`config.mk`:
```
export PLATFORM = sky130hd
export DESIGN_NAME = ecg_channel_gain_spike_filter_flat
export DESIGN_NICKNAME = d
export VERILOG_FILES = /design/src/hdl/ecgf_pkg.sv /design/src/hdl/ecgf_bus_if.sv /design/src/hdl/ecgf_ram.sv /design/src/hdl/ecgf_scale.sv /design/src/hdl/ecgf_filter.sv /design/src/hdl/ecg_channel_gain_spike_filter.sv /design/src/flat_wrapper.sv
export SDC_FILE = /design/constraint.sdc
export NUM_CORES = 1
export LEC_CHECK = 0
export BUFFER_PORTS_ARGS = -buffer_cell sky130_fd_sc_hd__buf_2
export CORE_MARGIN = 1
export CORE_UTILIZATION = 60
export DETAILED_ROUTE_END_ITERATION = 10
export PLACE_DENSITY = 0.89
export SLEW_MARGIN = 20
export SYNTH_ARGS = -nofsm -noshare
export SYNTH_HDL_FRONTEND = slang
export SYNTH_SLANG_ARGS = --single-unit
```
`constraint.sdc`:
```
create_clock -name clock -period 13.56 [get_ports clock]
set_clock_uncertainty 0.15 [all_clocks]
set_input_delay 0.678 -clock clock [delete_from_list [all_inputs] [get_ports clock]]
set_output_delay 0.678 -clock clock [all_outputs]
set_load 0.05 [all_outputs]
```
`src/hdl/ecgf_pkg.sv`:
```
`default_nettype none
// ----------------------------------------------------------------------------
// ecgf_pkg
// Shared constants, register map and types of the ECG channel gain and spike
// filter block.
// ----------------------------------------------------------------------------
package ecgf_pkg;

   localparam int CHAN_W      = 3;
   localparam int MASK_W      = 8;
   localparam int GAIN_W      = 24;
   localparam int THR_W       = 24;
   localparam int CSR_IDX_W   = 2;
   localparam int CSR_DATA_W  = 24;
   localparam int GAIN_CODE_W = 3;

   // register map
   localparam logic [CSR_IDX_W-1:0] CSR_CHAN_EN = 2'd0;
   localparam logic [CSR_IDX_W-1:0] CSR_GAIN    = 2'd1;
   localparam logic [CSR_IDX_W-1:0] CSR_LO_EN   = 2'd2;
   localparam logic [CSR_IDX_W-1:0] CSR_THRESH  = 2'd3;

   localparam logic [MASK_W-1:0] CHAN_EN_RST = 8'hFF;
   localparam logic [GAIN_W-1:0] GAIN_RST    = 24'h924924;
   localparam logic [MASK_W-1:0] LO_EN_RST   = 8'hFF;
   localparam logic [THR_W-1:0]  THRESH_RST  = 24'h400000;

   // gain codes
   localparam logic [GAIN_CODE_W-1:0] GAIN_X1     = 3'd0;
   localparam logic [GAIN_CODE_W-1:0] GAIN_X2     = 3'd1;
   localparam logic [GAIN_CODE_W-1:0] GAIN_X3     = 3'd2;
   localparam logic [GAIN_CODE_W-1:0] GAIN_X4     = 3'd3;
   localparam logic [GAIN_CODE_W-1:0] GAIN_X6     = 3'd4;
   localparam logic [GAIN_CODE_W-1:0] GAIN_X8     = 3'd5;
   localparam logic [GAIN_CODE_W-1:0] GAIN_X12    = 3'd6;
   localparam logic [GAIN_CODE_W-1:0] GAIN_X1_ALT = 3'd7;

   typedef struct packed {
      logic [CHAN_W-1:0] ch;
      logic              in_range;
      logic              enabled;
      logic              lead_off;
   } scl_ctl_type;

endpackage
`default_nettype wire

```
`src/hdl/ecgf_bus_if.sv`:
```
`default_nettype none
// ----------------------------------------------------------------------------
// ecgf_bus_if
// Valid/ready channels of the block: sample requests and filtered responses.
// ----------------------------------------------------------------------------
interface ecgf_req_if import ecgf_pkg::*; #(
   parameter int SAMPLE_BITS = 24
);
   logic                          valid;
   logic                          ready;
   logic [CHAN_W-1:0]             channel;
   logic signed [SAMPLE_BITS-1:0] raw_sample;
   logic                          lead_off_event;

   modport source (output valid, output channel, output raw_sample, output lead_off_event,
                   input ready);
   modport sink   (input valid, input channel, input raw_sample, input lead_off_event,
                   output ready);
endinterface

interface ecgf_rsp_if import ecgf_pkg::*; #(
   parameter int SAMPLE_BITS = 24
);
   logic                          valid;
   logic                          ready;
   logic [CHAN_W-1:0]             out_channel;
   logic signed [SAMPLE_BITS-1:0] out_sample;
   logic                          lead_off_status;

   modport source (output valid, output out_channel, output out_sample,
                   output lead_off_status, input ready);
   modport sink   (input valid, input out_channel, input out_sample,
                   input lead_off_status, output ready);
endinterface
`default_nettype wire

```
`src/hdl/ecgf_ram.sv`:
```
`default_nettype none
// ----------------------------------------------------------------------------
// ecgf_ram
// Generic single write port, single read port RAM with registered read data.
// ----------------------------------------------------------------------------
module ecgf_ram #(
   parameter int WIDTH = 24,
   parameter int DEPTH = 8,
   localparam int ADDR_W = (DEPTH > 1) ? $clog2(DEPTH) : 1
) (
   input  wire logic              clock,
   input  wire logic              we,
   input  wire logic [ADDR_W-1:0] waddr,
   input  wire logic [WIDTH-1:0]  wdata,
   input  wire logic [ADDR_W-1:0] raddr,
   output logic      [WIDTH-1:0]  rdata
);

   logic [WIDTH-1:0] mem_ff [DEPTH];
   logic [WIDTH-1:0] rdata_ff;

   always_ff @(posedge clock) begin
      if (we) begin
         mem_ff[waddr] <= wdata;
      end
      rdata_ff <= mem_ff[raddr];
   end

   assign rdata = rdata_ff;

endmodule
`default_nettype wire

```
`src/hdl/ecgf_scale.sv`:
```
`default_nettype none
// ----------------------------------------------------------------------------
// ecgf_scale
// Gain rescale pipeline: magnitude, reciprocal multiply by 1/3, gain select,
// sign restore and saturation over three register stages.
// ----------------------------------------------------------------------------
module ecgf_scale import ecgf_pkg::*; #(
   parameter int NUM_CHANNELS = 8,
   parameter int SAMPLE_BITS  = 24
) (
   input  wire logic                          clock,
   input  wire logic                          reset,
   ecgf_req_if.sink                           req,
   input  wire logic [MASK_W-1:0]             chan_en_mask,
   input  wire logic [GAIN_W-1:0]             gain_codes,
   input  wire logic [MASK_W-1:0]             lo_en_mask,
   output logic                               sc_valid,
   input  wire logic                          sc_ready,
   output scl_ctl_type                        sc_ctl,
   output logic signed [SAMPLE_BITS-1:0]      sc_sample
);

   localparam int SB = SAMPLE_BITS;
   localparam int PW = 2 * SB;
   localparam logic [63:0] RECIP_W = ((64'd1 << (SB + 1)) + 64'd2) / 64'd3;
   localparam logic [SB-1:0] RECIP = RECIP_W[SB-1:0];
   localparam logic [SB-1:0] SAT_MAX = {1'b0, {(SB - 1){1'b1}}};
   localparam logic [SB-1:0] SAT_MIN = {1'b1, {(SB - 1){1'b0}}};

   // stage 1
   logic                   s1_v_ff;
   scl_ctl_type            s1_ctl_ff, s1_ctl_in;
   logic [GAIN_CODE_W-1:0] s1_code_ff, s1_code_in;
   logic                   s1_neg_ff;
   logic [SB-1:0]          s1_mag_ff, s1_mag_in;
   logic                   in_range;
   // stage 2
   logic                   s2_v_ff;
   scl_ctl_type            s2_ctl_ff;
   logic [GAIN_CODE_W-1:0] s2_code_ff;
   logic                   s2_neg_ff;
   logic [SB-1:0]          s2_mag_ff;
   logic [PW-1:0]          s2_prod_ff, s2_prod_in;
   // stage 3
   logic                   s3_v_ff;
   scl_ctl_type            s3_ctl_ff;
   logic [SB-1:0]          s3_sample_ff, s3_sample_in;

   logic                   en1, en2, en3;
   logic [SB-2:0]          quot;
   logic [SB+1:0]          rem_wide;
   logic [1:0]             rem;
   logic [SB:0]            quot_x, mag_x, scaled;
   logic [SB+1:0]          signed_val;

   assign en3       = !s3_v_ff || sc_ready;
   assign en2       = !s2_v_ff || en3;
   assign en1       = !s1_v_ff || en2;
   assign req.ready = en1;

   // stage 1: decode and magnitude
   always_comb begin
      in_range           = (32'(req.channel) < 32'(NUM_CHANNELS));
      s1_ctl_in.ch       = req.channel;
      s1_ctl_in.in_range = in_range;
      s1_ctl_in.enabled  = in_range && chan_en_mask[req.channel];
      s1_ctl_in.lead_off = in_range && req.lead_off_event && lo_en_mask[req.channel];
      s1_code_in         = gain_codes[5'(req.channel) * 5'd3 +: GAIN_CODE_W];
      s1_mag_in          = req.raw_sample[SB-1] ? (~req.raw_sample + SB'(1))
                                                : req.raw_sample;
   end

   // stage 2: multiply by reciprocal of 3
   assign s2_prod_in = PW'(s1_mag_ff) * PW'(RECIP);

   // stage 3: gain select, sign and saturation
   always_comb begin
      quot     = s2_prod_ff[PW-1:SB+1];
      rem_wide = (SB + 2)'(s2_mag_ff) - ((SB + 2)'(quot) << 1) - (SB + 2)'(quot);
      rem      = rem_wide[1:0];
      quot_x   = (SB + 1)'(quot);
      mag_x    = (SB + 1)'(s2_mag_ff);
      case (s2_code_ff) inside
         GAIN_X1, GAIN_X1_ALT: scaled = quot_x >> 1;
         GAIN_X2:              scaled = quot_x;
         GAIN_X3:              scaled = mag_x >> 1;
         GAIN_X4:              scaled = (quot_x << 1) + (SB + 1)'(rem == 2'd2);
         GAIN_X6:              scaled = mag_x;
         GAIN_X8:              scaled = (quot_x << 2) + (SB + 1)'(rem);
         GAIN_X12:             scaled = mag_x << 1;
         default:              scaled = '0;
      endcase
      signed_val = s2_neg_ff ? ((SB + 2)'(0) - (SB + 2)'(scaled)) : (SB + 2)'(scaled);
      if ((signed_val[SB+1:SB-1] == 3'b000) || (signed_val[SB+1:SB-1] == 3'b111)) begin
         s3_sample_in = signed_val[SB-1:0];
      end else if (signed_val[SB+1]) begin
         s3_sample_in = SAT_MIN;
      end else begin
         s3_sample_in = SAT_MAX;
      end
   end

   always_ff @(posedge clock) begin
      if (reset) begin
         s1_v_ff <= 1'b0;
         s2_v_ff <= 1'b0;
         s3_v_ff <= 1'b0;
      end else begin
         if (en1) begin
            s1_v_ff <= req.valid;
         end
         if (en2) begin
            s2_v_ff <= s1_v_ff;
         end
         if (en3) begin
            s3_v_ff <= s2_v_ff;
         end
      end
   end

   always_ff @(posedge clock) begin
      if (en1 && req.valid) begin
         s1_ctl_ff  <= s1_ctl_in;
         s1_code_ff <= s1_code_in;
         s1_neg_ff  <= req.raw_sample[SB-1];
         s1_mag_ff  <= s1_mag_in;
      end
      if (en2 && s1_v_ff) begin
         s2_ctl_ff  <= s1_ctl_ff;
         s2_code_ff <= s1_code_ff;
         s2_neg_ff  <= s1_neg_ff;
         s2_mag_ff  <= s1_mag_ff;
         s2_prod_ff <= s2_prod_in;
      end
      if (en3 && s2_v_ff) begin
         s3_ctl_ff    <= s2_ctl_ff;
         s3_sample_ff <= s3_sample_in;
      end
   end

   assign sc_valid  = s3_v_ff;
   assign sc_ctl    = s3_ctl_ff;
   assign sc_sample = s3_sample_ff;

endmodule
`default_nettype wire

```
`src/hdl/ecgf_filter.sv`:
```
`default_nettype none
// ----------------------------------------------------------------------------
// ecgf_filter
// Spike filter around the previous-sample RAM: read, compare, write back with
// forwarding of the last write, lead-off forcing and the response register.
// ----------------------------------------------------------------------------
module ecgf_filter import ecgf_pkg::*; #(
   parameter int NUM_CHANNELS = 8,
   parameter int SAMPLE_BITS  = 24
) (
   input  wire logic                          clock,
   input  wire logic                          reset,
   input  wire logic                          sc_valid,
   output logic                               sc_ready,
   input  wire scl_ctl_type                   sc_ctl,
   input  wire logic signed [SAMPLE_BITS-1:0] sc_sample,
   input  wire logic [THR_W-1:0]              threshold,
   ecgf_rsp_if.source                         rsp
);

   localparam int SB    = SAMPLE_BITS;
   localparam int IDX_W = (NUM_CHANNELS > 1) ? $clog2(NUM_CHANNELS) : 1;
   localparam int CW    = ((SB + 1) > THR_W) ? (SB + 1) : THR_W;
   localparam logic [SB-1:0] SAT_MAX = {1'b0, {(SB - 1){1'b1}}};

   function automatic logic [IDX_W-1:0] to_idx(input logic [CHAN_W-1:0] c);
      logic [7:0] w;
      w = 8'(c);
      return w[IDX_W-1:0];
   endfunction

   logic                     b_v_ff;
   scl_ctl_type              b_ctl_ff;
   logic signed [SB-1:0]     b_sample_ff;
   logic [NUM_CHANNELS-1:0]  vld_ff;
   logic                     fwd_v_ff;
   logic [IDX_W-1:0]         fwd_idx_ff;
   logic [SB-1:0]            fwd_val_ff;
   logic                     out_v_ff;
   logic [CHAN_W-1:0]        out_ch_ff;
   logic [SB-1:0]            out_sample_ff, out_sample_in;
   logic                     out_lo_ff;

   logic                     en_out, en_b, retire;
   logic [IDX_W-1:0]         b_idx, raddr;
   logic [SB-1:0]            ram_rdata;
   logic                     ram_we;
   logic signed [SB-1:0]     prev;
   logic signed [SB:0]       diff;
   logic [SB:0]              abs_diff;
   logic                     spike;
   logic [SB-1:0]            kept;

   assign en_out   = !out_v_ff || rsp.ready;
   assign en_b     = !b_v_ff || en_out;
   assign sc_ready = en_b;
   assign retire   = b_v_ff && en_out;
   assign b_idx    = to_idx(b_ctl_ff.ch);
   assign raddr    = en_b ? to_idx(sc_ctl.ch) : b_idx;
   assign ram_we   = retire && b_ctl_ff.enabled;

   ecgf_ram #(
      .WIDTH (SB),
      .DEPTH (NUM_CHANNELS)
   ) u_prev_ram (
      .clock (clock),
      .we    (ram_we),
      .waddr (b_idx),
      .wdata (kept),
      .raddr (raddr),
      .rdata (ram_rdata)
   );

   always_comb begin
      if (fwd_v_ff && (fwd_idx_ff == b_idx)) begin
         prev = signed'(fwd_val_ff);
      end else if (b_ctl_ff.enabled && vld_ff[b_idx]) begin
         prev = signed'(ram_rdata);
      end else begin
         prev = '0;
      end
      diff     = (SB + 1)'(b_sample_ff) - (SB + 1)'(prev);
      abs_diff = diff[SB] ? (SB + 1)'(-diff) : (SB + 1)'(diff);
      spike    = CW'(abs_diff) > CW'(threshold);
      kept     = spike ? prev : b_sample_ff;
      if (b_ctl_ff.lead_off) begin
         out_sample_in = SAT_MAX;
      end else if (b_ctl_ff.enabled) begin
         out_sample_in = kept;
      end else begin
         out_sample_in = '0;
      end
   end

   always_ff @(posedge clock) begin
      if (reset) begin
         b_v_ff   <= 1'b0;
         out_v_ff <= 1'b0;
         vld_ff   <= '0;
         fwd_v_ff <= 1'b0;
      end else begin
         if (en_b) begin
            b_v_ff <= sc_valid;
         end
         if (en_out) begin
            out_v_ff <= b_v_ff;
         end
         if (ram_we) begin
            vld_ff[b_idx] <= 1'b1;
            fwd_v_ff      <= 1'b1;
         end
      end
   end

   always_ff @(posedge clock) begin
      if (en_b && sc_valid) begin
         b_ctl_ff    <= sc_ctl;
         b_sample_ff <= sc_sample;
      end
      if (ram_we) begin
         fwd_idx_ff <= b_idx;
         fwd_val_ff <= kept;
      end
      if (retire) begin
         out_ch_ff     <= b_ctl_ff.ch;
         out_sample_ff <= out_sample_in;
         out_lo_ff     <= b_ctl_ff.lead_off;
      end
   end

   assign rsp.valid           = out_v_ff;
   assign rsp.out_channel     = out_ch_ff;
   assign rsp.out_sample      = out_sample_ff;
   assign rsp.lead_off_status = out_lo_ff;

   a_lead_off_rail: assert property (@(posedge clock) disable iff (reset)
      (out_v_ff && out_lo_ff) |-> (out_sample_ff == SAT_MAX))
      else $error("lead-off response not at positive rail");

   a_no_write_on_stall: assert property (@(posedge clock) disable iff (reset)
      (out_v_ff && !rsp.ready) |-> !ram_we)
      else $error("history written while response stalled");

   a_write_marks_valid: assert property (@(posedge clock) disable iff (reset)
      ram_we |=> vld_ff[$past(b_idx)])
      else $error("written entry not marked valid");

   a_write_forwarded: assert property (@(posedge clock) disable iff (reset)
      ram_we |=> (fwd_v_ff && (fwd_idx_ff == $past(b_idx)) && (fwd_val_ff == $past(kept))))
      else $error("forwarding register missed last write");

endmodule
`default_nettype wire

```
`src/hdl/ecg_channel_gain_spike_filter.sv`:
```
`default_nettype none
// ----------------------------------------------------------------------------
// ecg_channel_gain_spike_filter
// Per-channel gain rescale, saturation, spike suppression and lead-off forcing
// of interleaved ECG converter samples.
//
// Each req transaction carries a channel number, a signed raw sample taken at
// gain 6 and a lead-off flag. Each one yields exactly one rsp transaction,
// in order: the channel, the rescaled, saturated and spike-filtered sample
// (or the positive rail on an enabled lead-off), and the lead-off status.
// One transaction is accepted per cycle unless rsp stalls have filled the
// pipeline; the previous-sample RAM is read and written once per cycle, and the
// last write is forwarded to the next read. Each request passes the scale
// stages, the filter and response registers; up to 5 transactions are in flight.
// The csr port writes four registers (channel enable, gain codes, lead-off
// enable, spike threshold); write only while no transaction is in flight.
// Reset restores register defaults and marks every channel history as zero
// at once; no clearing pass is needed.
// When rsp is stalled the response register holds and the pipeline keeps
// filling its empty stages, then req_bus.ready drops.
// ----------------------------------------------------------------------------
module ecg_channel_gain_spike_filter import ecgf_pkg::*; #(
   parameter int NUM_CHANNELS = 8,
   parameter int SAMPLE_BITS  = 24
) (
   input  wire logic                  clock,
   input  wire logic                  reset,
   ecgf_req_if.sink                   req_bus,
   ecgf_rsp_if.source                 rsp_bus,
   input  wire logic                  csr_we,
   input  wire logic [CSR_IDX_W-1:0]  csr_index,
   input  wire logic [CSR_DATA_W-1:0] csr_wdata
);

   logic [MASK_W-1:0] chan_en_ff, chan_en_in;
   logic [GAIN_W-1:0] gain_ff, gain_in;
   logic [MASK_W-1:0] lo_en_ff, lo_en_in;
   logic [THR_W-1:0]  thresh_ff, thresh_in;

   logic                          sc_valid;
   logic                          sc_ready;
   scl_ctl_type                   sc_ctl;
   logic signed [SAMPLE_BITS-1:0] sc_sample;

   always_comb begin
      chan_en_in = chan_en_ff;
      gain_in    = gain_ff;
      lo_en_in   = lo_en_ff;
      thresh_in  = thresh_ff;
      if (csr_we) begin
         unique case (csr_index)
            CSR_CHAN_EN: chan_en_in = csr_wdata[MASK_W-1:0];
            CSR_GAIN:    gain_in    = csr_wdata[GAIN_W-1:0];
            CSR_LO_EN:   lo_en_in   = csr_wdata[MASK_W-1:0];
            CSR_THRESH:  thresh_in  = csr_wdata[THR_W-1:0];
            default: ;
         endcase
      end
   end

   always_ff @(posedge clock) begin
      if (reset) begin
         chan_en_ff <= CHAN_EN_RST;
         gain_ff    <= GAIN_RST;
         lo_en_ff   <= LO_EN_RST;
         thresh_ff  <= THRESH_RST;
      end else begin
         chan_en_ff <= chan_en_in;
         gain_ff    <= gain_in;
         lo_en_ff   <= lo_en_in;
         thresh_ff  <= thresh_in;
      end
   end

   ecgf_scale #(
      .NUM_CHANNELS (NUM_CHANNELS),
      .SAMPLE_BITS  (SAMPLE_BITS)
   ) u_scale (
      .clock        (clock),
      .reset        (reset),
      .req          (req_bus),
      .chan_en_mask (chan_en_ff),
      .gain_codes   (gain_ff),
      .lo_en_mask   (lo_en_ff),
      .sc_valid     (sc_valid),
      .sc_ready     (sc_ready),
      .sc_ctl       (sc_ctl),
      .sc_sample    (sc_sample)
   );

   ecgf_filter #(
      .NUM_CHANNELS (NUM_CHANNELS),
      .SAMPLE_BITS  (SAMPLE_BITS)
   ) u_filter (
      .clock     (clock),
      .reset     (reset),
      .sc_valid  (sc_valid),
      .sc_ready  (sc_ready),
      .sc_ctl    (sc_ctl),
      .sc_sample (sc_sample),
      .threshold (thresh_ff),
      .rsp       (rsp_bus)
   );

endmodule
`default_nettype wire
```
`src/flat_wrapper.sv`:
```
// flat-port wrapper written by rule: the top's interface ports become plain ports
module ecg_channel_gain_spike_filter_flat import ecgf_pkg::*;
#(
   parameter int NUM_CHANNELS = 8,
   parameter int SAMPLE_BITS  = 24
)
  (clock, reset, csr_we, csr_index, csr_wdata, req_bus_valid, req_bus_channel, req_bus_raw_sample, req_bus_lead_off_event, req_bus_ready, rsp_bus_valid, rsp_bus_out_channel, rsp_bus_out_sample, rsp_bus_lead_off_status, rsp_bus_ready);
  ecgf_req_if #(.SAMPLE_BITS(SAMPLE_BITS)) req_bus_i ();
  ecgf_rsp_if #(.SAMPLE_BITS(SAMPLE_BITS)) rsp_bus_i ();
  input  wire logic clock;
  input  wire logic reset;
  input  wire logic csr_we;
  input  wire logic [CSR_IDX_W-1:0] csr_index;
  input  wire logic [CSR_DATA_W-1:0] csr_wdata;
  input wire logic [$bits(req_bus_i.valid)-1:0] req_bus_valid;
  input wire logic [$bits(req_bus_i.channel)-1:0] req_bus_channel;
  input wire logic [$bits(req_bus_i.raw_sample)-1:0] req_bus_raw_sample;
  input wire logic [$bits(req_bus_i.lead_off_event)-1:0] req_bus_lead_off_event;
  output wire logic [$bits(req_bus_i.ready)-1:0] req_bus_ready;
  output wire logic [$bits(rsp_bus_i.valid)-1:0] rsp_bus_valid;
  output wire logic [$bits(rsp_bus_i.out_channel)-1:0] rsp_bus_out_channel;
  output wire logic [$bits(rsp_bus_i.out_sample)-1:0] rsp_bus_out_sample;
  output wire logic [$bits(rsp_bus_i.lead_off_status)-1:0] rsp_bus_lead_off_status;
  input wire logic [$bits(rsp_bus_i.ready)-1:0] rsp_bus_ready;
  assign req_bus_i.valid = req_bus_valid;
  assign req_bus_i.channel = req_bus_channel;
  assign req_bus_i.raw_sample = req_bus_raw_sample;
  assign req_bus_i.lead_off_event = req_bus_lead_off_event;
  assign req_bus_ready = req_bus_i.ready;
  assign rsp_bus_valid = rsp_bus_i.valid;
  assign rsp_bus_out_channel = rsp_bus_i.out_channel;
  assign rsp_bus_out_sample = rsp_bus_i.out_sample;
  assign rsp_bus_lead_off_status = rsp_bus_i.lead_off_status;
  assign rsp_bus_i.ready = rsp_bus_ready;
  ecg_channel_gain_spike_filter #(.NUM_CHANNELS(NUM_CHANNELS), .SAMPLE_BITS(SAMPLE_BITS)) u_core (.clock(clock), .reset(reset), .req_bus(req_bus_i), .rsp_bus(rsp_bus_i), .csr_we(csr_we), .csr_index(csr_index), .csr_wdata(csr_wdata));
endmodule
```
==> flow_summary.yaml, run 1 <==
setup_path:
  worstPathRequired_ns: 13.72
  crit_arrival_ns: 9.46
  cp_max_fo: 47
  critPathKind: "register to register"
  startpoint_type: "register"
  slowest_stage: "edfxtp_1"
  critical_path.cell_chain: "mux4_2 -> mux2_4 -> and3_1 -> buf_4 -> a22oi_1 -> ha_1 -> a21oi_1 -> o21ai_0 -> or4_1 -> o211ai_1 -> o21ai_0 -> nor4_1 -> or4b_4 -> o31ai_4 -> xnor2_1 -> ha_1 -> and4_1 -> nand3_1 -> nor2_1 -> o31a_1 -> o21a_1 -> buf_4 -> a21o_1 -> mux2i_1"
  cp-end-kind: "register"
  crit_path_max_incr_delay_ns: 0.74
timing:
  worstMarginPinSlew_ns: 1.184
  slew_headroom_pct: 21.09
  fin_tns_setup_ns: 0
  setup_violations: 0
  post-route-period-util_pct: 68.57
  slew_violations: 0
  timing_hold_violations_final: 0
  rsz0062_at_grt: "no"
  period_minus_slack_ns: 9.298
  fmax_mhz: 107.5
route:
  drc: 1
  avgViaCountPerCell: 6.336
  antenna_left: 0
  drt_first_iter_violations: 2789
  wl_per_cell_um: 23.20
  drt-pass1-iter-count: 9
  wirelength_um: 86250
  vias: 23552
cts:
  ctsResizeCount: 0
  hold_buffers: 0
  h-tree-depth: 2
  cts-root-buf: "clkbuf_16"
  postCtsSetupBuffers: 0
  clk_pin_slew_worst_paths_ns: 0.07
  cts_tree: "done"
  clockBufferDepth: 3
  cts_sinks: 496
  worstSkewPairLatency_ns: 0.62
  numCtsBuffers: 49
synthesis:
  synth.avg_cell_area_um2: 11.70
  synth_commonest_cells: "edfxtp_1 (394), inv_1 (388), ha_1 (304)"
  ys_top_cells_by_area: "edfxtp_1 (35%), fa_1 (13%), ha_1 (11%), dfxtp_1 (6.1%), inv_1 (4.3%)"
  yosysUniqueCellTypes: 97
  syn_inst: 2877
  synthesis.nets: 3460
  netlist_area_um2: 33660
  synthArstFlopShare_pct: 0
  synthXorXnorAreaFrac_pct: 2.806
  synth_top_area_share_pct: 35.15
  synth-seq-cells: 496
  synth-edff-count: 394
  ys_seq_area_share_pct: 41.21
  yosysMostFrequentCell: "edfxtp_1"
  synth_compound_area_share_pct: 10.80
  synth_top_family_by_area: "adder cells"
  yosysTopAreaCell: "edfxtp_1"
  synth_mux_area_share_pct: 6.568
  yosysWarnings: 0
  synthSimpleGateAreaFrac_pct: 8.397
  synthFlopType: "edfxtp_1"
  synth_fa_ha_area_share_pct: 24.38
die:
  fp.dieW_um: 238.9
  row_count: 86
  core_area_um2: 55310
  initial_core_util_pct: 60.86
  die_h_um: 238.9
  die-area_um2: 57050
  io_pins: 89
cells_and_area:
  final_nets: 3511
  nFillCells: 3813
  drive_gt1_share_pct: 12.13
  regArea_um2: 13870
  diodes: 0
  multi_input_area_um2: 17940
  areaGrowthSynthToFinish_pct: 8.679
global_route:
  globalRouteMet1Util_pct: 36.04
  grt_pass1_wl_um: 134700
  grt_max_degree: 82
  grt_overflow: 0
  track_usage_pct: 30.97
  busiest_layer: "met2"
  grt_util_met2_pct: 53.00
  antenna_found_initial: 0
  grt_pass1_vias: 24594
  use_met3_pct: 5.624
min_path:
  hp-class: "input port to register"
run_status:
  violations: "DRC"
  outcome: "finished, violations left"
placement:
  dp_hpwl_um: 62180
  port_buffers: 88
  place_congestion: 0.9441
flow_run:
  maxCapViolCount: 0
-- area by class of cell --
class	count	share of cell area (%)
clock inverters	25	0.8311
well taps	748	2.558
repair buffers	122	1.912
multi-input cells	1869	49.05
inverters	390	4.002
flip-flops and latches	496	37.92
clock buffers	67	3.728
-- through the flow --
stage	setup WS (ns)	std cells	cell area [um^2]	utilization, %	hold WS, ns
final	4.262	3717	36580	66.14	0.1342
after CTS	4.451	3716	36570	66.12	0.1184
after global placement	4.848	3624	34900	63.11	0.2516
after detailed placement	4.529	3624	34900	63.11	0.2545
after floorplan	6.185	2877	33660	-	0.2503
after global routing	3.875	3717	36580	66.14	0.1214
-- cell usage in the layout (no fill, tap or decap), types with 11 or more instances in the layout --
cell       count
ha_1         304
mux2i_1       24
buf_2         88
clkbuf_16     49
nor3_1        14
nand3_1       66
o21ai_0       87
a22oi_1       26
fa_1         220
buf_4         32
o41ai_1       11
nand2_1      200
or2_2         12
nor2b_1       29
edfxtp_1     394
nor2_1       102
and2_1        16
a211o_1       15
nand4_1       13
clkbuf_1      11
o211ai_1      35
xor2_1        36
a211oi_1      38
mux4_2        63
a21oi_1      149
o21a_1        14
nand2b_1      24
a21o_1        34
mux2_2        44
dfxtp_1      102
nand3b_1      22
inv_1        388
and3_1        21
o31ai_1       15
or3_1         14
xnor2_1       70
-- path summary, 6_finish.rpt --
path / startpoint / to / slack [ns] / depth (start not counted)
worst max-delay path: u_core.u_filter.b_idx[0]$_DFFE_PP_ / u_core.u_filter.u_prev_ram.mem_ff[5][3]$_DFFE_PP_ / 4.26 / 24
worst min-delay path: req_bus_raw_sample[0] / u_core.u_scale.s1_mag_ff[0]$_DFFE_PP_ / 0.13 / 1
worst min register to register: u_core.u_scale.sc_sample[23]$_DFFE_PP_ / u_core.u_filter.b_sample_ff[23]$_DFFE_PP_ / 0.24 / 0
worst max register to register: u_core.u_filter.b_idx[0]$_DFFE_PP_ / u_core.u_filter.u_prev_ram.mem_ff[5][3]$_DFFE_PP_ / 4.26 / 24
-- per-layer routing --
layer / routed length [um] / part of all wire [%]
met1: 30230 / 35
met2: 42110 / 49
met3: 7834 / 9.1
met4: 6072 / 7.0
met5: 0 / 0
-- worst max-delay path, delay by kind of cell (launching register included) --
family | cells | cell delay (ns)
AOI/OAI and AO/OA | 9 | 2.76
xor gates and xnor gates | 1 | 0.09
adders and majority gates | 2 | 0.79
buffers and inverters | 2 | 0.72
DFF | 1 | 0.74
muxes | 3 | 1.61
and+or+nand+nor | 7 | 2.09
-- logic make-up after synthesis --
logic type,count (synthesis)
flops,496
xor+xnor,107
fa+ha+maj,524
mux,136
compound gates,528
simple gates,574
buf+inv,512
-- sequential cells by signal, indices dropped and copies added, names as in the netlist, 8 cells and up --
name and flops:
u_core.u_filter.u_prev_ram.mem_ff 192, u_core.u_filter.rsp.out_sample 24, u_core.u_scale.s2_prod_ff 23, u_core.u_filter.u_prev_ram.rdata 24, u_core.thresh_ff 24, u_core.gain_ff 24, u_core.u_scale.sc_sample 24, u_core.lo_en_ff 8
u_core.u_filter.fwd_val_ff 24, u_core.u_scale.s2_mag_ff 24, u_core.u_filter.b_sample_ff 24, u_core.u_scale.s1_mag_ff 24, u_core.chan_en_ff 8, u_core.u_filter.vld_ff 8
Power of run 1 is not shown: default switching activity piles up to over one toggle a cycle in this logic, so the estimate is an artifact.
==> run 2, diff against run 1 <==
--- a/config.mk
+++ b/config.mk
@@ -7,9 +7,9 @@
 export LEC_CHECK = 0
 export BUFFER_PORTS_ARGS = -buffer_cell sky130_fd_sc_hd__buf_2
 export CORE_MARGIN = 1
-export CORE_UTILIZATION = 60
+export CORE_UTILIZATION = 58
 export DETAILED_ROUTE_END_ITERATION = 10
-export PLACE_DENSITY = 0.89
+export PLACE_DENSITY = 0.9
 export SLEW_MARGIN = 20
 export SYNTH_ARGS = -nofsm -noshare
 export SYNTH_HDL_FRONTEND = slang
==> constraint.sdc (replaced) <==
create_clock -name clock -period 8 [get_ports clock]
set_clock_uncertainty 0.15 [all_clocks]
set_input_delay 0.4 -clock clock [delete_from_list [all_inputs] [get_ports clock]]
set_output_delay 0.4 -clock clock [all_outputs]
set_load 0.05 [all_outputs]
==> flow_summary.yaml, run 2 (synthesis gave the netlist of run 1 again) <==
die:
  core_area_um2: 56820
  io_pins: 89
  die_h_um: 242.9
  row_count: 87
  initial_core_util_pct: 59.24
  fp.dieW_um: 242.9
  die-area_um2: 59000
timing:
  slew_headroom_pct: 23.19
  fin_tns_setup_ns: 0
  rsz0062_at_grt: "no"
  period_minus_slack_ns: 7.711
  fmax_mhz: 129.7
  timing_hold_violations_final: 0
  setup_violations: 0
  post-route-period-util_pct: 96.38
  worstMarginPinSlew_ns: 1.152
  slew_violations: 0
pwr:
  p_int_uw: 10200
  sequentialPowerShare_pct: 19.9
  comb_power_share_pct: 67.2
  swShare_pct: 44.63
  clock_power_share_pct: 12.9
  leakage_uw: 0.01530
  p_per_area_nw_per_um2: 489.3
  ir_drop_v: 0.0009445
  power.switching_uw: 8222
setup_path:
  r2r_end: "u_core.u_filter.u_prev_ram.mem_ff[2][0]$_DFFE_PP_"
  critPathKind: "register to register"
  crit_arrival_ns: 7.86
  r2r-start: "u_core.u_filter.b_idx[0]$_DFFE_PP_"
  cp-end-kind: "register"
  rrSetupSlack_ns: 0.29
  worstPathRequired_ns: 8.15
  reg2regPathDepth: 25
  startpoint_type: "register"
  cp_max_fo: 24
cts:
  numCtsBuffers: 48
  clockBufferDepth: 3
  cts_tree: "done"
  cts-root-buf: "clkbuf_16"
  cts_sinks: 496
  clk_pin_slew_worst_paths_ns: 0.07
  worstSkewPairLatency_ns: 0.61
  h-tree-depth: 2
placement:
  port_buffers: 88
  place_congestion: 0.9899
  dp_hpwl_um: 62750
global_route:
  grt_pass1_wl_um: 145000
  grt_pass1_vias: 25730
  grt_overflow: 0
  grt_max_degree: 79
  track_usage_pct: 32.13
  antenna_found_initial: 1
route:
  drt-pass1-iter-count: 10
  drc: 0
  wl_per_cell_um: 24.70
  wirelength_um: 94710
  antenna_left: 0
  vias: 24730
  avgViaCountPerCell: 6.449
  drt_first_iter_violations: 2976
cells_and_area:
  drive_gt1_share_pct: 14.32
  final_core_util_pct: 66.26
  largest_register: "u_core.u_filter.u_prev_ram.mem_ff"
  largest_reg_flops: 192
  final_nets: 3622
  final_common_cell: "edfxtp_1"
  areaGrowthSynthToFinish_pct: 11.86
  layout_common_cells: "edfxtp_1 (394), inv_1 (388), ha_1 (304)"
  diodes: 0
min_path:
  worstHoldStart: "req_bus_raw_sample[1]"
  hp-class: "input port to register"
  whs_endpoint: "u_core.u_scale.s1_mag_ff[1]$_DFFE_PP_"
  whs_path_depth: 3
run_status:
  outcome: "completed"
flow_run:
  maxCapViolCount: 0
==> run 2: cell count changes in the layout (fill, tap and decap cells not counted), sizes merged <==
cell and change:
buf +68, bufinv +1, clkbuf -4, clkinv -1
clkinvlp +1, dlygate4sd3 +45
==> run 2: worst max-delay path by stage <==
| stage | to | from | slack [ns] |
|---|---|---|---|
| after floorplan | u_core.u_filter.fwd_val_ff[10]$_DFFE_PP_ | u_core.u_filter.b_idx[0]$_DFFE_PP_ | 0.62 |
| after global placement | u_core.u_scale.s2_prod_ff[47]$_DFFE_PP_ | u_core.u_scale.s1_mag_ff[18]$_DFFE_PP_ | 0.35 |
| after detailed placement | u_core.u_filter.u_prev_ram.mem_ff[5][18]$_DFFE_PP_ | u_core.u_filter.b_idx[0]$_DFFE_PP_ | 0.25 |
| after CTS | u_core.u_scale.s2_prod_ff[47]$_DFFE_PP_ | u_core.u_scale.s1_mag_ff[18]$_DFFE_PP_ | 0.14 |
| after global routing | u_core.u_filter.u_prev_ram.mem_ff[2][0]$_DFFE_PP_ | u_core.u_filter.b_idx[0]$_DFFE_PP_ | 0.002 |
| final | u_core.u_filter.u_prev_ram.mem_ff[2][0]$_DFFE_PP_ | u_core.u_filter.b_idx[0]$_DFFE_PP_ | 0.29 |
==> run 2: per-layer routing <==
metal | GRT usage, % | wire length, um | up-vias
met5 | 0 | 10 | -
met4 | 20.01 | 6965 | 2
met3 | 6.269 | 8992 | 531
met2 | 54.97 | 46430 | 1685
met1 | 37.12 | 32320 | 11934
li1 | - | - | 10578
==> run 2: area by class of cell <==
| class | count | area, um^2 |
|---|---|---|
| flip-flops and latches | 496 | 13870 |
| clock inverters | 26 | 349.1 |
| multi-input cells | 1869 | 18030 |
| well taps | 756 | 945.9 |
| fillers | 3744 | 19170 |
| repair buffers | 234 | 1712 |
| clock buffers | 64 | 1281 |
| inverters | 390 | 1464 |
==> run 2: power groups by stage <==
stage          combinational [uW]  sequential (uW)  clock [uW]
6_report                    12400             3660        2370
5_1_grt                     13900             3670        2470
4_1_cts                     12200             3650        2350
3_5_place_dp                11800             3710           0
3_3_place_gp                11300             3700           0
2_1_floorplan                8860             3640           0
==> run 2: what timing repair did <==
action | 4_1_cts | 5_1_grt
gates resized for setup | 0 | 22
buffers inserted | 0 | 17
setup endpoints to repair | 0 | 213
endpoints found under the hold margin | 82 | 0
hold buffers | 45 | 0
==> run 2: critical path: stages (launching register included) <==
cell and delay, ns:
edfxtp_1 0.50, mux4_2 0.53, mux2_4 0.29, and3_1 0.19, buf_12 0.18, a22oi_1 0.47
ha_1 0.36, a21o_1 0.17, a21o_1 0.18, a221o_1 0.42, or2_2 0.29, mux2i_1 0.16
o21ai_0 0.18, nor4_1 0.33, or4b_4 0.54, o31ai_4 0.26, xnor2_1 0.09, ha_1 0.32
and4_1 0.19, nand3_1 0.10, nor2_1 0.19, o31a_1 0.21, o21a_2 0.28, a21o_1 0.18
buf_4 0.16, mux2_1 0.47
==> run 2: stage by stage <==
stage	setup slack [ns]	instance area (um^2)	hold WS [ns]	total power, uW	std cells
after floorplan	0.6248	33660	0.2503	12500	2877
after global placement	0.3454	35350	0.2511	14960	3682
after detailed placement	0.2467	35370	0.2551	15540	3683
after CTS	0.1397	37450	0.01262	18200	3818
after global routing	0.001657	37650	0.03352	20070	3835
final	0.2893	37650	0.03188	18420	3835
Note: power is estimated with default switching activity, not from simulation.
